===== config.mk =====
export PLATFORM = sky130hd
export DESIGN_NAME = bpc_ctrl
export DESIGN_NICKNAME = d
export VERILOG_FILES = /design/src/hw/rtl/bpc_pkg.sv /design/src/hw/rtl/bpc_ctrl.sv
export SDC_FILE = /design/constraint.sdc
export NUM_CORES = 1
export LEC_CHECK = 0
export BUFFER_PORTS_ARGS = -buffer_cell sky130_fd_sc_hd__buf_2
export CAP_MARGIN = 10
export CORE_ASPECT_RATIO = 0.9
export CORE_MARGIN = 3
export CORE_UTILIZATION = 45
export DETAILED_ROUTE_END_ITERATION = 6
export PLACE_DENSITY = 0.75
export REMOVE_ABC_BUFFERS = 1
export SKIP_CTS_REPAIR_TIMING = 1
export SLEW_MARGIN = 20
export SYNTH_ARGS = -nofsm -noshare
export SYNTH_HDL_FRONTEND = slang
export SYNTH_SLANG_ARGS = --single-unit

===== constraint.sdc =====
create_clock -name i_clk -period 1.95 [get_ports i_clk]
set_input_delay 0 -clock i_clk [delete_from_list [all_inputs] [get_ports i_clk]]
set_output_delay 0 -clock i_clk [all_outputs]
set_load 0.1 [all_outputs]

===== src/hw/rtl/bpc_pkg.sv =====
`default_nettype none
package bpc_pkg;
    localparam int unsigned RawW = 24;
    localparam int unsigned WordW = 32;
    localparam int unsigned CfgDataW = 48;
    localparam int unsigned CfgIdxW = 3;
    localparam int unsigned OssW = 2;
    localparam int unsigned ErrW = 2;

    localparam logic [CfgIdxW-1:0] REG_AC123 = 3'd0;
    localparam logic [CfgIdxW-1:0] REG_AC456 = 3'd1;
    localparam logic [CfgIdxW-1:0] REG_B12 = 3'd2;
    localparam logic [CfgIdxW-1:0] REG_MCMD = 3'd3;
    localparam logic [CfgIdxW-1:0] REG_OSS = 3'd4;

    localparam logic [ErrW-1:0] ERR_OK = 2'd0;
    localparam logic [ErrW-1:0] ERR_UNCAL = 2'd1;
    localparam logic [ErrW-1:0] ERR_DIV0 = 2'd2;

    localparam logic [OssW-1:0] OSS_RESET = 2'd1;

    // datapath micro-operations
    typedef enum logic [3:0] {
        OP_NONE,
        OP_T_X1,
        OP_T_DEN,
        OP_T_B6,
        OP_T_SQ,
        OP_T_B3,
        OP_T_X3,
        OP_T_B4,
        OP_P_B7,
        OP_P_LOAD,
        OP_P_T,
        OP_P_X1,
        OP_P_FIN,
        OP_DIV_LOAD
    } t_op;

    typedef struct packed {
        t_op  op;
        logic div_step;
        logic div_signed;
        logic div_fix;
    } t_cmd;

    typedef struct packed {
        logic den_zero;
        logic b4_zero;
        logic calibrated;
    } t_stat;
endpackage
`default_nettype wire


===== src/hw/rtl/bpc_ctrl.sv =====
`default_nettype none
module bpc_ctrl (
    input  wire logic                 i_clk,
    input  wire logic                 i_rst_n,
    input  wire logic                 i_in_valid,
    input  wire logic                 i_in_cmd,
    output logic                      o_in_ready,
    output logic                      o_load,
    input  wire bpc_pkg::t_stat       i_stat,
    output bpc_pkg::t_cmd             o_ctl,
    input  wire logic [31:0]          i_pres,
    output logic                      o_out_valid,
    input  wire logic                 i_out_ready,
    output logic                      o_kind,
    output logic [31:0]               o_pres,
    output logic [1:0]                o_err
);
    typedef enum logic [7:0] {
        S_IDLE = 8'b0000_0001,
        S_PREP = 8'b0000_0010,
        S_DIV  = 8'b0000_0100,
        S_POST = 8'b0000_1000,
        S_DONE = 8'b0001_0000,
        S_OUT  = 8'b0010_0000,
        S_CHK  = 8'b0100_0000,
        S_ERR  = 8'b1000_0000
    } t_state;

    t_state r_state, n_state;
    logic [2:0] r_step, n_step;
    logic [5:0] r_cnt, n_cnt;
    logic r_kind;
    logic [1:0] r_err;
    logic [31:0] r_pres;

    assign o_in_ready = (r_state == S_IDLE);
    assign o_load = i_in_valid && o_in_ready;
    assign o_out_valid = (r_state == S_OUT);
    assign o_kind = r_kind;
    assign o_pres = r_pres;
    assign o_err = r_err;

    // sequence commands
    always_comb begin
        n_state = r_state;
        n_step = r_step;
        n_cnt = r_cnt;
        o_ctl = '{op: bpc_pkg::OP_NONE, div_step: 1'b0, div_signed: 1'b0, div_fix: 1'b0};
        unique case (r_state)
            S_IDLE: if (o_load) begin
                n_state = i_in_cmd ? S_CHK : S_PREP;
                n_step = '0;
            end
            S_CHK: begin
                if (!i_stat.calibrated || i_stat.b4_zero) n_state = S_ERR;
                else begin
                    o_ctl.op = bpc_pkg::OP_DIV_LOAD;
                    n_cnt = 6'd32;
                    n_state = S_DIV;
                end
            end
            S_PREP: begin
                n_step = r_step + 3'd1;
                if (r_step == 3'd0) o_ctl.op = bpc_pkg::OP_T_X1;
                else if (r_step == 3'd1) o_ctl.op = bpc_pkg::OP_T_DEN;
                else if (i_stat.den_zero) n_state = S_ERR;
                else begin
                    o_ctl.op = bpc_pkg::OP_DIV_LOAD;
                    n_cnt = 6'd32;
                    n_state = S_DIV;
                end
            end
            S_DIV: begin
                o_ctl.div_step = 1'b1;
                n_cnt = r_cnt - 6'd1;
                if (r_cnt == 6'd1) begin
                    n_state = S_POST;
                    n_step = '0;
                end
            end
            S_POST: begin
                n_step = r_step + 3'd1;
                if (r_kind) begin
                    unique case (r_step)
                        3'd0: o_ctl.op = bpc_pkg::OP_P_LOAD;
                        3'd1: o_ctl.op = bpc_pkg::OP_P_T;
                        3'd2: o_ctl.op = bpc_pkg::OP_P_X1;
                        default: begin
                            o_ctl.op = bpc_pkg::OP_P_FIN;
                            n_state = S_DONE;
                        end
                    endcase
                end else begin
                    unique case (r_step)
                        3'd0: o_ctl.op = bpc_pkg::OP_T_B6;
                        3'd1: o_ctl.op = bpc_pkg::OP_T_SQ;
                        3'd2: o_ctl.op = bpc_pkg::OP_T_X3;
                        3'd3: o_ctl.op = bpc_pkg::OP_T_B3;
                        default: begin
                            o_ctl.op = bpc_pkg::OP_T_B4;
                            n_state = S_DONE;
                        end
                    endcase
                end
            end
            S_DONE: n_state = S_OUT;
            S_ERR: n_state = S_OUT;
            S_OUT: if (i_out_ready) n_state = S_IDLE;
            default: n_state = S_IDLE;
        endcase
    end

    // advance state and hold result beat
    always_ff @(posedge i_clk) begin
        if (!i_rst_n) begin
            r_state <= S_IDLE;
            r_step <= '0;
            r_cnt <= '0;
        end else begin
            r_state <= n_state;
            r_step <= n_step;
            r_cnt <= n_cnt;
        end
        if (o_load) begin
            r_kind <= i_in_cmd;
            r_err <= bpc_pkg::ERR_OK;
            r_pres <= '0;
        end else if (r_state == S_ERR) begin
            r_err <= (r_kind && !i_stat.calibrated) ? bpc_pkg::ERR_UNCAL : bpc_pkg::ERR_DIV0;
            r_pres <= '0;
        end else if (r_state == S_DONE) begin
            r_pres <= r_kind ? i_pres : '0;
        end
    end

`ifndef SYNTHESIS
    a_out_hold: assert property (@(posedge i_clk) disable iff (!i_rst_n)
        o_out_valid && !i_out_ready |=> o_out_valid && $stable(r_pres))
        else $error("result dropped");
    a_no_accept_busy: assert property (@(posedge i_clk) disable iff (!i_rst_n)
        o_load |=> !o_in_ready)
        else $error("accepted while busy");
    a_temp_zero: assert property (@(posedge i_clk) disable iff (!i_rst_n)
        o_out_valid && !r_kind |-> r_pres == 32'd0)
        else $error("temperature beat carries pressure");
`endif
endmodule
`default_nettype wire

Word level (Yosys, flattened, before mapping). Index checks and enable logic that the tools add are counted.

Output and inout bits: 45. Logic and storage cells: 75. Bits of input ports: 40. Flip-flop bits (word level): 52.

Mux-type cells: 31. Add/sub/neg operators: 2. Reductions and logical operators: 15. Equality and inequality tests: 21.

Operators by type and width (number): 8-bit 2-to-1 mux (10); 8-bit one-hot mux with 7 select lines (1); 32-bit 2-to-1 mux (1); 6-bit 2-to-1 mux (4); 4-bit 2-to-1 mux (5); 3-bit one-hot mux with 3 select lines (2); 6-bit one-hot mux with 3 select lines (1); 3-bit one-hot mux with 4 select lines (1); 4-bit one-hot mux with 3 select lines (1); 2-bit inequality test, second input constant (5); 8-bit by 1-bit equality test with 1-bit output, second input constant (1); 8-bit by 2-bit equality test with 1-bit output, second input constant (1); 8-bit by 3-bit equality test with 1-bit output, second input constant (1); 8-bit by 4-bit equality test with 1-bit output, second input constant (1); 8-bit by 5-bit equality test with 1-bit output, second input constant (1); 8-bit by 6-bit equality test with 1-bit output, second input constant (1); 8-bit by 7-bit equality test with 1-bit output, second input constant (1); 8-bit equality test, second input constant (1); 7-bit 2-to-1 mux (1); 7-bit AND reduction (1); 3-bit by 2-bit equality test with 1-bit output, second input constant (2); 6-bit by 1-bit equality test with 1-bit output, second input constant (1); 3-bit 2-to-1 mux (2); 3-bit inequality test, second input constant (2); 16 further kinds (21).

Depth between registers and ports, before layout.
Depth in word-level cells: 5. Gate-level depth with buffers: 8. Mapped depth without buffers: 6.

Worst setup path before layout. No wires, ideal clock.

Kind: reg-to-reg. Start point: register r_state[4]. End point: register r_kind (netlist: o_kind) (enable). Data arrival time: 3.512 ns. Setup slack: -1.948 ns. Buffers on the path: 2. Period minus slack after synthesis: 3.898 ns. Stages on the path, launching flop included: 7. Setup time: 0.386 ns. Data required time: 1.564 ns. Cell sequence: dfxtp_1 -> buf_6 -> or4_1 -> buf_4 -> nor2_1 -> nand2_1 -> inv_1.

Cells in the longest elaborated chain, start to end: 2.

RTL lines: from (decl) (line bpc_ctrl.sv:29) `t_state r_state, n_state;`; from (signal assigned) (line bpc_ctrl.sv:120) `r_state <= n_state;`; 8-bit by 1-bit equality test with 1-bit output (line bpc_ctrl.sv:36) `assign o_in_ready = (r_state == S_IDLE);`; net o_in_ready (line bpc_ctrl.sv:7) `output logic o_in_ready,`; 1-bit logical AND (line bpc_ctrl.sv:37) `assign o_load = i_in_valid && o_in_ready;`; net o_load (line bpc_ctrl.sv:8) `output logic o_load,`; to (signal assigned) (line bpc_ctrl.sv:125) `r_kind <= i_in_cmd;`; to (decl) (line bpc_ctrl.sv:32) `logic r_kind;`.

The timed path passes the listed nets, and every way through them passes these cells. A chain may end at the register's enable or synchronous reset.

Worst setup path in the final report.
Start point: register r_state[0]. End point: register r_pres[14] (netlist: o_pres[14]).

Cells in the longest elaborated chain, start to end: 3. Elaborated cells between the ends (all ways): 5. Classes of those cells: eq/ne: 3; reduce/logical: 2.

RTL lines: 8-bit by 1-bit equality test with 1-bit output (line bpc_ctrl.sv:36); 1-bit logical AND (line bpc_ctrl.sv:37); 2-bit OR reduction (no line); to (signal assigned) (line bpc_ctrl.sv:132) `r_pres <= r_kind ? i_pres : '0;`; to (decl) (line bpc_ctrl.sv:34) `logic [31:0] r_pres;`.

Parallel ways exist; a longest one is shown, timed or not.

==> out/results.ini <==
[timing]
slew_headroom = 0.512
report.final.hold_viol_count = 1
finalSetupViolCount = 44
setup_slack_ns = -0.306
whs_ns = -0.000570
worst_slew_pin_slew_ns = 0.723
fin_crit_ns = 2.26
fin_skew_ns = 0.0130
tns_ns = -8.79
maxSlewViolCount = 0
timing.final.crit_share = 1.16
rsz0062_at_grt = true
max_freq_mhz = 443

[yosys]
synthArstFlopShare = 0
ys.flop_type = dfxtp_1
synth_cell_types = 56
syn-cell-area_um2 = 2560
syn_area_per_cell_um2 = 8.38
synth-edff-count = 1
ys_warn_count = 0
synth_seq_cells = 52
synthCells = 306
yosysSeqAreaShare = 0.410

[clock_network]
cts_sinks = 52
cts_max_level = 2
cts_tree = done
clockBufferDepth = 2
insertion_delay_ns = 0.32
cts_root_buf = clkbuf_8
clk_pin_slew_worst_paths_ns = 0.10
cts_inserted_buffers = 5

[critical_path]
arrival_ns = 2.50
reg2reg_slack_ns = -0.31
crit_chain = or4_4, buf_4, buf_6, buf_6, nor4b_4, buf_6, buf_12, nand3_1, a21oi_2
crit_top_cell = buf_6
slowest_stage = or4_4
cp.required_ns = 2.19
cp_num_buf_inv = 5
critPathMaxFanout = 8
critical_path_class = flop to flop
cp-start-kind = flop
critical_path.top_delay_family = simple AND/OR/NAND/NOR gates
cp-end-kind = flop
critPathMaxStageDelay_ns = 0.57

[power_and_ir_drop]
leakagePower_nw = 1.70
seq_power_share = 0.423
power_frac_comb = 0.271
max-vdd-ir-drop_mv = 0.374
power_density_nw_per_um2 = 640
p_int_mw = 1.81
clkPwrFrac = 0.307
swShare = 0.308
report.power.total_mw = 2.62
p_sw_mw = 0.805

[cells_and_area]
nets = 494
final_cells = 515
antennaDiodeCount = 0
fin_util = 0.759
area_growth_syn_to_layout_pct = 59.3
final_area_um2 = 4080
layout-drive-gt1-share = 0.424
final_cell_mix = buf_2 (73), dfxtp_1 (48), nand2_1 (46)
final_common_cell = buf_2

[run_status]
outcome = finished with violations
violations = negative hold slack, negative setup slack

[global_routing]
grt.overflow.total = 0
first_global_vias = 2548
grt_max_degree = 34
grt_usage = 0.214
grt_pass1_wl_um = 11600
antenna_found_initial = 0

[die]
rows = 25
placeableCoreArea_um2 = 5380
die_width_um = 85.6
pin_count = 85
start_util = 0.477
die_y_um = 77.6
dieArea_um2 = 6640

[place]
place_area_um2 = 3280
port_buffers = 82
gp_congestion = 0.866
dp_hpwl_um = 5220
dp_slack_ns = -0.0542
dp.cells = 461

[drt]
drt-total-wl_um = 9590
wl_per_cell_um = 18.6
routed_via_density = 5.96
drc = 0
num_vias = 3068
final_antenna_net_count = 0
drtIter0Drc = 319
first_pass_iters = 7

[worst_hold_path]
holdCritPathClass = primary input to flop

[job]
max_cap_viol_count = 0

==> synthesized netlist by cell type (3+ instances only) <==
cell type / n / area, µm²
nor3_1: 12 / 60.1
dfxtp_1: 51 / 1020
buf_2: 3 / 15.0
clkbuf_1: 8 / 30.0
inv_1: 11 / 41.3
ha_1: 7 / 87.6
nor2_1: 12 / 45.0
buf_4: 3 / 22.5
nand2_1: 48 / 180
o21ai_0: 8 / 40.0
a21oi_1: 41 / 205
buf_6: 5 / 56.3
nor2b_1: 4 / 25.0
o22ai_1: 4 / 25.0
or4b_2: 3 / 30.0
nand3_1: 33 / 165
nand2b_1: 3 / 18.8
nor4_1: 4 / 25.0
==> path summary, 6_finish.rpt <==
path                                 start         end  cells after the start
worst max-delay path            r_state[0]  o_pres[14]                      9
worst max register to register  r_state[0]  o_pres[14]                      9
worst min register to register  o_pres[30]  o_pres[30]                      2
worst min-delay path             i_stat[0]    o_err[1]                      3
==> registers in the layout, summed over array words and instances, names as in the netlist <==
| name | count |
|---|---|
| o_pres | 32 |
| r_state | 8 |
| r_cnt | 6 |
| r_step | 3 |
| o_err | 2 |
| o_kind | 1 |
==> worst min-delay path: stages <==
cell and delay, ns:
buf_2 0.09, nor2b_1 0.07, o22ai_1 0.12
==> kinds of logic after synthesis <==
family | count (synthesis) | share of synthesized area
AOI/OAI and AO/OA | 73 | 0.182
xor gates and xnor gates | 2 | 0.00683
adders and majority gates | 7 | 0.0342
buffers and inverters | 31 | 0.0678
DFF | 52 | 0.410
muxes | 1 | 0.00390
other | 1 | 0.00146
and+or+nand+nor | 139 | 0.294
==> final cells by class <==
cell class                 count  area, µm²
multi-input combinational    224       1530
fill                         358       1300
timing repair buffer         153       1250
sequential                    52       1060
tap                           67       83.8
clock buffer                   6       82.6
inverter                      11       41.3
clock inverter                 2       38.8
==> power by group through the flow <==
stage	registers, mW	logic, mW	clock network, mW
global route	1.11	0.738	0.856
floorplan	1.15	0.263	0
finish	1.11	0.708	0.802
detailed placement	1.12	0.533	0
CTS	1.10	0.535	0.799
global placement	1.12	0.529	0
==> routing by layer <==
layer / vias up / track usage / share of wire
met5: - / 0 / 0
met4: 0 / 0.108 / 0.041
met3: 43 / 0.0446 / 0.073
li1: 1366 / - / -
met2: 191 / 0.362 / 0.53
met1: 1468 / 0.254 / 0.36
Power figures use the tool's default switching activity.
